**src/sv/fir4_decimate_by_two_defines.svh**
```systemverilog
// assertion macros for the fir4 decimator
`ifndef FIR4_DECIMATE_BY_TWO_DEFINES_SVH
`define FIR4_DECIMATE_BY_TWO_DEFINES_SVH

`ifndef SYNTHESIS
`define FIR4D_ASSERT(label, prop) \
  label: assert property (@(posedge clk_i) disable iff (!rst_ni) prop) \
    else $error("fir4d property violated");
`define FIR4D_ASSERT_NEVER(label, cond) \
  label: assert property (@(posedge clk_i) disable iff (!rst_ni) !(cond)) \
    else $error("fir4d forbidden condition seen");
`else
`define FIR4D_ASSERT(label, prop)
`define FIR4D_ASSERT_NEVER(label, cond)
`endif

`endif

```
**src/sv/fir4d_pkg.sv**
```systemverilog
package fir4d_pkg;

  localparam int unsigned NumTaps  = 4;
  localparam int unsigned SampleW  = 16;
  localparam int unsigned ProdW    = 2 * SampleW;
  localparam int unsigned SumW     = ProdW + 2;
  localparam int unsigned FracBits = 15;
  localparam int unsigned CfgIdxW  = 2;

  typedef logic signed [SampleW-1:0] samp_t;
  typedef logic signed [ProdW-1:0]   prod_t;
  typedef logic signed [SumW-1:0]    sum_t;

  typedef logic [NumTaps-1:0][SampleW-1:0] tap_vec_t;

  // taps[0] is the newest sample
  typedef struct packed {
    tap_vec_t taps;
    logic     last;
  } entry_t;

  typedef struct packed {
    logic   valid;
    entry_t entry;
  } push_t;

  localparam sum_t  RoundAdd = SumW'(16384);
  localparam samp_t SatMax   = 16'sh7fff;
  localparam samp_t SatMin   = 16'sh8000;

  localparam tap_vec_t CoefReset = {16'sd3277, 16'sd13107, 16'sd13107, 16'sd3277};

endpackage

```
**src/sv/fir4d_front.sv**
```systemverilog
module fir4d_front (
  input  logic             clk_i,
  input  logic             rst_ni,
  input  logic             in_valid_i,
  output logic             in_ready_o,
  input  fir4d_pkg::samp_t in_sample_i,
  input  logic             in_last_i,
  input  logic             q_full_i,
  output fir4d_pkg::push_t q_push_o,
  output logic             keep_phase_o
);
  import fir4d_pkg::*;

  samp_t delay_q [NumTaps-1];
  logic  keep_phase_q;
  logic  in_xfer;

  always_comb begin
    in_ready_o = !q_full_i;
    in_xfer    = in_valid_i && in_ready_o;
    q_push_o.valid = in_xfer && (keep_phase_q || in_last_i);
    q_push_o.entry.taps[0] = in_sample_i;
    for (int k = 1; k < NumTaps; k++) begin
      q_push_o.entry.taps[k] = delay_q[k-1];
    end
    q_push_o.entry.last = in_last_i;
    keep_phase_o = keep_phase_q;
  end

  always_ff @(posedge clk_i or negedge rst_ni) begin
    if (!rst_ni) begin
      keep_phase_q <= 1'b0;
      for (int k = 0; k < NumTaps - 1; k++) begin
        delay_q[k] <= '0;
      end
    end else if (in_xfer) begin
      keep_phase_q <= in_last_i ? 1'b0 : !keep_phase_q;
      delay_q[0]   <= in_sample_i;
      for (int k = 1; k < NumTaps - 1; k++) begin
        delay_q[k] <= delay_q[k-1];
      end
    end
  end

endmodule

```
**src/sv/fir4d_queue.sv**
```systemverilog
module fir4d_queue #(
  parameter int unsigned Depth = 4
) (
  input  logic              clk_i,
  input  logic              rst_ni,
  input  fir4d_pkg::push_t  push_i,
  output logic              full_o,
  output logic              valid_o,
  output fir4d_pkg::entry_t entry_o,
  input  logic              pop_i
);
  import fir4d_pkg::*;

  localparam int unsigned PtrW = (Depth > 1) ? $clog2(Depth) : 1;
  localparam int unsigned CntW = $clog2(Depth + 1);

  entry_t          mem_q [Depth];
  logic [PtrW-1:0] wr_ptr_q, rd_ptr_q;
  logic [CntW-1:0] count_q;
  logic            do_push, do_pop;

  always_comb begin
    full_o  = (count_q == CntW'(Depth));
    valid_o = (count_q != '0);
    entry_o = mem_q[rd_ptr_q];
    do_push = push_i.valid && !full_o;
    do_pop  = pop_i && valid_o;
  end

  always_ff @(posedge clk_i or negedge rst_ni) begin
    if (!rst_ni) begin
      wr_ptr_q <= '0;
      rd_ptr_q <= '0;
      count_q  <= '0;
    end else begin
      if (do_push) begin
        wr_ptr_q <= (wr_ptr_q == PtrW'(Depth - 1)) ? '0 : wr_ptr_q + 1'b1;
      end
      if (do_pop) begin
        rd_ptr_q <= (rd_ptr_q == PtrW'(Depth - 1)) ? '0 : rd_ptr_q + 1'b1;
      end
      if (do_push && !do_pop) begin
        count_q <= count_q + 1'b1;
      end else if (do_pop && !do_push) begin
        count_q <= count_q - 1'b1;
      end
    end
  end

  always_ff @(posedge clk_i) begin
    if (do_push) begin
      mem_q[wr_ptr_q] <= push_i.entry;
    end
  end

endmodule

```
**src/sv/fir4d_back.sv**
```systemverilog
module fir4d_back (
  input  logic                clk_i,
  input  logic                rst_ni,
  input  fir4d_pkg::tap_vec_t coef_i,
  input  logic                q_valid_i,
  input  fir4d_pkg::entry_t   q_entry_i,
  output logic                q_pop_o,
  output logic                out_valid_o,
  input  logic                out_ready_i,
  output fir4d_pkg::samp_t    out_sample_o,
  output logic                out_last_o
);
  import fir4d_pkg::*;

  // multiply stage
  logic    s1_valid_q, s1_last_q;
  prod_t   s1_prod_q [NumTaps];
  // sum stage
  logic    s2_valid_q, s2_last_q;
  sum_t    s2_sum_q;
  // output register
  logic    out_valid_q, out_last_q;
  samp_t   out_sample_q;

  logic    adv1, adv2, adv3;
  sum_t    sum_d;
  logic signed [SumW-FracBits-1:0] shifted;
  samp_t   sat_d;

  always_comb begin
    adv3    = !out_valid_q || out_ready_i;
    adv2    = !s2_valid_q || adv3;
    adv1    = !s1_valid_q || adv2;
    q_pop_o = q_valid_i && adv1;

    sum_d = RoundAdd;
    for (int k = 0; k < NumTaps; k++) begin
      sum_d = sum_d + SumW'(s1_prod_q[k]);
    end

    // floor shift, then clamp to the sample range
    shifted = s2_sum_q[SumW-1:FracBits];
    if (shifted > $signed((SumW-FracBits)'(SatMax))) begin
      sat_d = SatMax;
    end else if (shifted < $signed((SumW-FracBits)'(SatMin))) begin
      sat_d = SatMin;
    end else begin
      sat_d = shifted[SampleW-1:0];
    end

    out_valid_o  = out_valid_q;
    out_sample_o = out_sample_q;
    out_last_o   = out_last_q;
  end

  always_ff @(posedge clk_i or negedge rst_ni) begin
    if (!rst_ni) begin
      s1_valid_q  <= 1'b0;
      s2_valid_q  <= 1'b0;
      out_valid_q <= 1'b0;
    end else begin
      if (adv1) begin
        s1_valid_q <= q_valid_i;
      end
      if (adv2) begin
        s2_valid_q <= s1_valid_q;
      end
      if (adv3) begin
        out_valid_q <= s2_valid_q;
      end
    end
  end

  always_ff @(posedge clk_i) begin
    if (q_pop_o) begin
      s1_last_q <= q_entry_i.last;
      for (int k = 0; k < NumTaps; k++) begin
        s1_prod_q[k] <= $signed(q_entry_i.taps[k]) * $signed(coef_i[k]);
      end
    end
    if (adv2 && s1_valid_q) begin
      s2_sum_q  <= sum_d;
      s2_last_q <= s1_last_q;
    end
    if (adv3 && s2_valid_q) begin
      out_sample_q <= sat_d;
      out_last_q   <= s2_last_q;
    end
  end

endmodule

```
**src/sv/fir4_decimate_by_two.sv**
```systemverilog
// Four-tap FIR with decimation by two. One sample is accepted per clock while the queue
// is not full; odd-position samples and every sample flagged last produce a result, which
// goes through the queue, multiply stage, sum stage and output register. A stalled output
// backs up the pipeline and then the queue of QueueDepth entries; input ready drops only
// when that queue is full. The phase restarts at "drop" after each last sample, while the
// delay line runs across packet boundaries. Coefficients are Q15 and should be written
// only while the block is idle.
`include "fir4_decimate_by_two_defines.svh"

module fir4_decimate_by_two #(
  parameter int unsigned QueueDepth = 4
) (
  input  logic                            clk_i,
  input  logic                            rst_ni,
  input  logic                            cfg_we_i,
  input  logic [fir4d_pkg::CfgIdxW-1:0]   cfg_idx_i,
  input  fir4d_pkg::samp_t                cfg_data_i,
  input  logic                            in_valid_i,
  output logic                            in_ready_o,
  input  fir4d_pkg::samp_t                in_sample_i,
  input  logic                            in_last_i,
  output logic                            out_valid_o,
  input  logic                            out_ready_i,
  output fir4d_pkg::samp_t                out_sample_o,
  output logic                            out_last_o
);
  import fir4d_pkg::*;

  tap_vec_t coef_q;
  push_t    q_push;
  logic     q_full, q_valid, q_pop, keep_phase;
  entry_t   q_entry;
  logic     in_xfer;

  always_ff @(posedge clk_i or negedge rst_ni) begin
    if (!rst_ni) begin
      coef_q <= CoefReset;
    end else if (cfg_we_i) begin
      coef_q[cfg_idx_i] <= cfg_data_i;
    end
  end

  fir4d_front u_front (
    .clk_i,
    .rst_ni,
    .in_valid_i,
    .in_ready_o,
    .in_sample_i,
    .in_last_i,
    .q_full_i     (q_full),
    .q_push_o     (q_push),
    .keep_phase_o (keep_phase)
  );

  fir4d_queue #(
    .Depth (QueueDepth)
  ) u_queue (
    .clk_i,
    .rst_ni,
    .push_i  (q_push),
    .full_o  (q_full),
    .valid_o (q_valid),
    .entry_o (q_entry),
    .pop_i   (q_pop)
  );

  fir4d_back u_back (
    .clk_i,
    .rst_ni,
    .coef_i    (coef_q),
    .q_valid_i (q_valid),
    .q_entry_i (q_entry),
    .q_pop_o   (q_pop),
    .out_valid_o,
    .out_ready_i,
    .out_sample_o,
    .out_last_o
  );

  assign in_xfer = in_valid_i && in_ready_o;

  `FIR4D_ASSERT_NEVER(a_queue_overflow, q_push.valid && q_full)
  `FIR4D_ASSERT(a_last_always_kept, (in_xfer && in_last_i) |-> q_push.valid)
  `FIR4D_ASSERT(a_phase_toggles, (in_xfer && !in_last_i) |=> (keep_phase != $past(keep_phase)))
  `FIR4D_ASSERT(a_last_clears_phase, (in_xfer && in_last_i) |=> !keep_phase)

endmodule

```
**config.mk**
```make
export PLATFORM = sky130hd
export DESIGN_NAME = fir4_decimate_by_two
export DESIGN_NICKNAME = d
export VERILOG_FILES = /design/src/sv/fir4d_pkg.sv /design/src/sv/fir4d_front.sv /design/src/sv/fir4d_queue.sv /design/src/sv/fir4d_back.sv /design/src/sv/fir4_decimate_by_two.sv
export VERILOG_INCLUDE_DIRS = /design/src /design/src/sv
export SDC_FILE = /design/constraint.sdc
export NUM_CORES = 2
export LEC_CHECK = 0
export BUFFER_PORTS_ARGS = -buffer_cell sky130_fd_sc_hd__buf_2
export CORE_MARGIN = 3
export CORE_UTILIZATION = 31
export CTS_BUF_LIST = sky130_fd_sc_hd__clkbuf_16
export DETAILED_ROUTE_END_ITERATION = 10
export RECOVER_POWER = 50
export SYNTH_ARGS = -nofsm -noshare
export SYNTH_HDL_FRONTEND = slang
export SYNTH_SLANG_ARGS = --single-unit
```
**constraint.sdc**
```tcl
create_clock -name clk_i -period 23.9 [get_ports clk_i]
set_clock_uncertainty 0.2 [all_clocks]
set_input_delay 4.78 -clock clk_i [delete_from_list [all_inputs] [get_ports clk_i]]
set_output_delay 4.78 -clock clk_i [all_outputs]
set_load 0.01 [all_outputs]
```
=== Word level (Yosys, flattened, before mapping) ===
Memories as Yosys holds them, arrays and structs flattened.
Index checks and enable logic that the tools add are counted.

* Flip-flop bits (word level): 176
* Memory bits (writable): 388
* Bits of input ports: 40
* Output and inout bits: 19
* Memories: 2

{| class="wikitable"
|+ Memories
! name !! depth !! width !! rd ports !! clocked after Yosys merged registers in !! write ports !! RTL line !! source
|-
| u_queue.mem_q || 4 || 65 || 1 || 0 || 1 || fir4d_queue.sv:17 || <nowiki>entry_t mem_q [Depth];</nowiki>
|-
| u_back.s1_prod_q || 4 || 32 || 4 || 0 || 4 || fir4d_back.sv:17 || <nowiki>prod_t s1_prod_q [NumTaps];</nowiki>
|}

* Add/subtract/negate cells: 8
* $mul: 4
* $lt $le $gt $ge: 4
* Equality and inequality tests: 3
* Multiplexer cells: 13
* Reductions and logical operators: 23

{| class="wikitable"
|+ Operator list
! cell !! count
|-
| multiplier 16 x 16 -> 32 bit || 4
|-
| adder 34 x 32 -> 34 bit || 2
|-
| bitwise mux 64 bit || 1
|-
| adder 33 x 32 -> 34 bit || 1
|-
| adder 16 x 32 -> 33 bit, first input constant || 1
|-
| demux 16 bit (select 2 bit) || 1
|-
| 2-to-1 mux 16 bit || 2
|-
| > comparator 19 x 16 -> 1 bit, second input constant || 1
|-
| less-than comparator 19 x 16 -> 1 bit, second input constant || 1
|-
| logical AND 1 bit || 10
|-
| logical NOT 1 bit || 7
|-
| 2-to-1 mux 3 bit || 2
|-
| 2-to-1 mux 1 bit || 5
|-
| adder 2 x 1 -> 2 bit, second input constant || 2
|-
| == test 2 bit, second input constant || 2
|-
| logical OR 1 bit || 4
|-
| 2-to-1 mux 2 bit || 2
|-
| adder 3 x 1 -> 3 bit, second input constant || 1
|-
| == test 3 bit, second input constant || 1
|-
| less-than comparator 2 x 3 -> 1 bit, second input constant || 1
|-
| nonzero test 3 bit || 1
|-
| subtractor 3 x 1 -> 3 bit, second input constant || 1
|-
| greater-or-equal comparator 2 x 1 -> 1 bit, second input constant || 1
|-
| nonzero test 2 bit || 1
|}

=== Depth between registers and ports, before layout ===
* Depth in word-level cells: 9
* Mapped depth: 29

=== Modules after synthesis ===
A second synthesis with hierarchy kept.

* Cell total of the unflattened synthesis: 5349
* Area total of the unflattened synthesis: 61387.6 sq um

{| class="wikitable"
|+ Modules (own cells, without submodules)
! module !! times used !! cells each !! area an instance (sq um) !! sequential area each (sq um)
|-
| fir4d_back || 1 || 4711 || 46910.0 || 5059.9
|-
| fir4d_queue || 1 || 377 || 9851.9 || 7982.7
|-
| fir4_decimate_by_two || 1 || 136 || 2448.6 || 1639.1
|-
| fir4d_front || 1 || 125 || 2177.1 || 1226.2
|}

=== Worst setup path before layout ===
Ideal clock, no wire load.

* Path type: input port to flip-flop
* Start: in out_ready_i
* End: reg u_queue.count_q[1]
* Setup time: 125 ps
* Data arrival time: 12772 ps
* Data required time: 23575 ps
* Path slack: 10803 ps
* Stages: 8
* Path buffers: 0
* Path through: nand2b_1 > nor2_1 > a21oi_1 > inv_1 > ha_1 > inv_1 > fa_1 > mux2_2

* Word-level cells in the longest chain between the ends: 8
* Elaborated cells between the ends (all ways): 10

{| class="wikitable"
|+ RTL lines
! element !! RTL line !! source
|-
| start: declaration || fir4_decimate_by_two.sv:23 || <nowiki>input logic out_ready_i,</nowiki>
|-
| logical OR 1 bit * || fir4d_back.sv:31 || <nowiki>adv3 = !out_valid_q || out_ready_i;</nowiki>
|-
| logical OR 1 bit * || fir4d_back.sv:32 || <nowiki>adv2 = !s2_valid_q || adv3;</nowiki>
|-
| logical OR 1 bit * || fir4d_back.sv:33 || <nowiki>adv1 = !s1_valid_q || adv2;</nowiki>
|-
| logical AND 1 bit * || fir4d_back.sv:34 || <nowiki>q_pop_o = q_valid_i && adv1;</nowiki>
|-
| net q_pop || fir4_decimate_by_two.sv:31 || <nowiki>logic q_full, q_valid, q_pop, keep_phase;</nowiki>
|-
| logical AND 1 bit * || fir4d_queue.sv:27 || <nowiki>do_pop = pop_i && valid_o;</nowiki>
|-
| logical NOT 1 bit || fir4d_queue.sv:42 || <nowiki>if (do_push && !do_pop) begin</nowiki>
|-
| logical AND 1 bit || fir4d_queue.sv:42 ||
|-
| 2-to-1 mux 3 bit or nonzero test 2 bit (tied branches) || -- ||
|-
| end signal: assignment || fir4d_queue.sv:43 || <nowiki>count_q <= count_q + 1'b1;</nowiki>
|-
| end signal: assignment || fir4d_queue.sv:45 || <nowiki>count_q <= count_q - 1'b1;</nowiki>
|-
| end: declaration || fir4d_queue.sv:19 || <nowiki>logic [CntW-1:0] count_q;</nowiki>
|}

The timed path passes the listed nets; every way through them passes the cells marked *.
A chain may end at the register's enable or synchronous reset.

==> flow_summary.yaml <==
worst_setup_path:
  worstPathArrival_ps: 11910
  crit_end: "u_back.s1_prod_q[0][31]$_DFFE_PP_"
  crit_fanout: 39
  crit_slowest_cell: "clkbuf_1"
  endpoint_kind: "register"
  r2r-end: "u_back.s1_prod_q[0][31]$_DFFE_PP_"
  rrSetupSlack_ps: 12250
  path_cells: "clkbuf_1 -> mux4_2 -> and2_1 -> fa_1 -> inv_1 -> fa_1 -> fa_1 -> inv_1 -> fa_1 -> fa_1 -> inv_1 -> fa_1 -> inv_1 -> ha_1 -> a21o_1 -> a21o_1 -> a21o_1 -> a21oi_1 -> o221ai_1 -> a31oi_1 -> nor3_1 -> o41ai_2 -> mux2i_1 -> a2111oi_2"
  worst-path-buf-inv: 5
  cp-start-kind: "register"
  worstSetupStartpoint: "u_queue.rd_ptr_q[0]$_DFFE_PN0P_"
  crit_family: "adder cells"
  cp.depth: 24
  cp_common_cell: "fa_1"
  worstPathRequired_ps: 24160
  worst_r2r_path_depth: 24
  rr_startpoint: "u_queue.rd_ptr_q[0]$_DFFE_PN0P_"
  max_stage_delay_ps: 2380
  path_class: "reg2reg"
synth:
  synth_fp_nets: 6970
  synth_top_area_frac: 0.3638
  synthTopCellsByArea: "fa_1 (36%), edfxtp_1 (21%), ha_1 (8.1%)"
  yosys_warnings: 0
  ys_types: 72
  yosysSeqAreaShare: 0.2598
  synthCells: 5422
  synth_top_cell_by_area: "fa_1"
  synth_edf_count: 426
  ys.flop_type: "edfxtp_1"
  syn_area_um2: 61240
  syn_avg_cell_area_um2: 11.29
  async_reset_ff_frac: 0.2240
  ys_ff_latch: 549
final_layout:
  area.growth.synth_to_final_pct: 8.534
  multi_input_area_um2: 40160
  mostFrequentLayoutCells: "inv_1 (1226), fa_1 (1113), nand2_1 (530)"
  fillers: 19402
  layout.nets: 6936
  seqCellArea_um2: 15910
  drive_above_1_share: 0.06928
  fin_util: 0.3398
  final_common_cell: "inv_1"
run_status:
  outcome: "complete, but fails checks"
  violations: "capacitance limit, slew limit"
timing:
  finalCriticalPeriod_ps: 11650
  maxSlewViolCount: 230
  rsz0062_at_grt: "no"
  worst-slew-pin-transition_ps: 4407
  setup_tns_ps: 0
  slew_headroom: -1.938
  period_share: 0.4875
  timing.fmax_ghz: 0.08582
  setup_viol: 0
  finalHoldViolCount: 0
grt:
  grt_antenna_before_repair: 17
  track_usage: 0.1573
  grt_start_max_net_pins: 132
  grt_pass1_vias: 41582
  grt_pass1_wl_um: 246700
  grt-ovfl-total: 0
cts:
  path_clk_slew_ps: 60
  clk_latency_ps: 670
  clkSinkCount: 549
  holdBufCountCts: 0
  htree_levels: 3
  cts-buffers-inserted: 67
  cts_tree: "done"
  cts_resized: 0
  cts-root-buf: "clkbuf_16"
  postCtsSetupRepairBufs: 0
  clockBufferDepth: 3
detailed_routing:
  drt-initial-drc-count: 2311
  vias: 37441
  ant_nets: 0
  wirelength_um: 154200
  top_layer_used: "met5"
  avgViaCountPerCell: 4.638
  met1Wirelength_um: 66520
  firstDrtPassIters: 5
  wl_per_cell_um: 19.10
  dr_wl_met3_um: 7154
  route.met2.wl_um: 74840
  drcViolationCount: 0
floorplanning:
  num_rows: 162
  dieHeight_um: 450.5
  dieArea_um2: 202900
  die_w_um: 450.5
  start_util: 0.3131
  core_um2: 195600
  ioPinCount: 59
placement:
  place_congestion: 0.8679
  io_buffers: 58
  hpwl_um: 122500
hold_path:
  hp-class: "reg2reg"
flow_run:
  drv_cap: 6
==> registers in the layout, indices dropped and copies added (netlist names) <==
signal	cells
coef_q	64
u_back.out_last_o	1
u_back.out_sample_o	16
u_back.out_valid_o	1
u_back.s1_last_q	1
u_back.s1_prod_q	128
u_back.s1_valid_q	1
u_back.s2_last_q	1
u_back.s2_sum_q	19
u_back.s2_valid_q	1
u_front.keep_phase_o	1
u_front.q_push_o	48
u_queue.count_q	3
u_queue.mem_q	260
u_queue.rd_ptr_q	2
u_queue.wr_ptr_q	2
==> how the worst min path moves through the flow <==
stage                                           from                          end  slack (ps)  cells past startpoint
after floorplan           u_back.s2_last_q$_DFFE_PP_  u_back.out_last_o$_DFFE_PP_         200                      0
after global placement    u_back.s2_last_q$_DFFE_PP_  u_back.out_last_o$_DFFE_PP_         220                      0
after detailed placement  u_back.s2_last_q$_DFFE_PP_  u_back.out_last_o$_DFFE_PP_         240                      0
after CTS                 u_back.s2_last_q$_DFFE_PP_  u_back.out_last_o$_DFFE_PP_         250                      0
after global routing      u_back.s2_last_q$_DFFE_PP_  u_back.out_last_o$_DFFE_PP_         290                      0
final                     u_back.s2_last_q$_DFFE_PP_  u_back.out_last_o$_DFFE_PP_         260                      0
==> metrics by stage <==
stage | hold slack [ps] | setup slack [ps] | area (µm²) | instances
global placement | 221.7 | 14800 | 64290 | 7943
detailed placement | 236.6 | 14770 | 64290 | 7943
global route | 288.1 | 11050 | 66450 | 8066
floorplan | 200.3 | 10800 | 61240 | 5422
CTS | 254.0 | 14750 | 66510 | 8066
finish | 257.5 | 12250 | 66470 | 8072
==> routing by layer <==
| metal | up-vias | global-route usage |
|---|---|---|
| li1 | 16658 | - |
| met1 | 19720 | 0.2074 |
| met2 | 842 | 0.2660 |
| met3 | 217 | 0.02045 |
| met4 | 4 | 0.05487 |
| met5 | - | 0 |
==> worst reg2reg max path, delay by kind of cell, from the launching register on <==
kind	cells	cell delay, ps
muxes	2	1140
buffers and inverters	5	2580
adders and majority gates	7	3310
AOI/OAI and AO/OA	8	2080
and+or+nand+nor	2	460
DFF	1	1670
==> cells in the mapped netlist, types with 6 or more instances <==
| master | number |
|---|---|
| inv_1 | 1214 |
| fa_1 | 1113 |
| nand2_1 | 531 |
| and2_1 | 509 |
| edfxtp_1 | 426 |
| ha_1 | 395 |
| clkbuf_1 | 155 |
| nor2_1 | 125 |
| mux2_2 | 116 |
| xnor2_1 | 114 |
| dfrtp_1 | 93 |
| a21oi_1 | 90 |
| mux4_2 | 65 |
| a21o_1 | 56 |
| o21ai_0 | 49 |
| xor2_1 | 39 |
| nand2b_1 | 33 |
| o21a_1 | 31 |
| dfstp_2 | 30 |
| nand3_1 | 27 |
| nor3_1 | 27 |
| nor2b_1 | 20 |
| o21bai_1 | 16 |
| buf_1 | 12 |
| a31oi_1 | 11 |
| a211oi_1 | 9 |
| o211ai_1 | 9 |
| nand4_1 | 7 |
| or2_2 | 7 |
| o31ai_1 | 6 |
==> cells by family (layout without fill, tap and decap cells) <==
group / count (synthesis) / count (layout) / synth area share
AOI/OAI and AO/OA: 335 / 335 / 0.03688
xor gates and xnor gates: 153 / 153 / 0.02188
adders and majority gates: 1508 / 1508 / 0.4445
buffers and inverters: 1383 / 1403 / 0.08491
DFF: 549 / 549 / 0.2598
muxes: 182 / 182 / 0.04540
other: 0 / 6 / 0
and+or+nand+nor: 1312 / 1312 / 0.1066
==> area by class of cell <==
| cell class | instances | area share |
|---|---|---|
| multi-input combinational | 3490 | 0.6042 |
| sequential | 549 | 0.2394 |
| inverter | 1214 | 0.06856 |
| tap | 2624 | 0.04939 |
| clock buffer | 67 | 0.02522 |
| clock inverter | 56 | 0.008132 |
| timing repair buffer | 66 | 0.004875 |
| antenna | 6 | 0.0002259 |
Power is not shown: default switching activity piles up to over one toggle a cycle in this logic, so the estimate is an artifact.
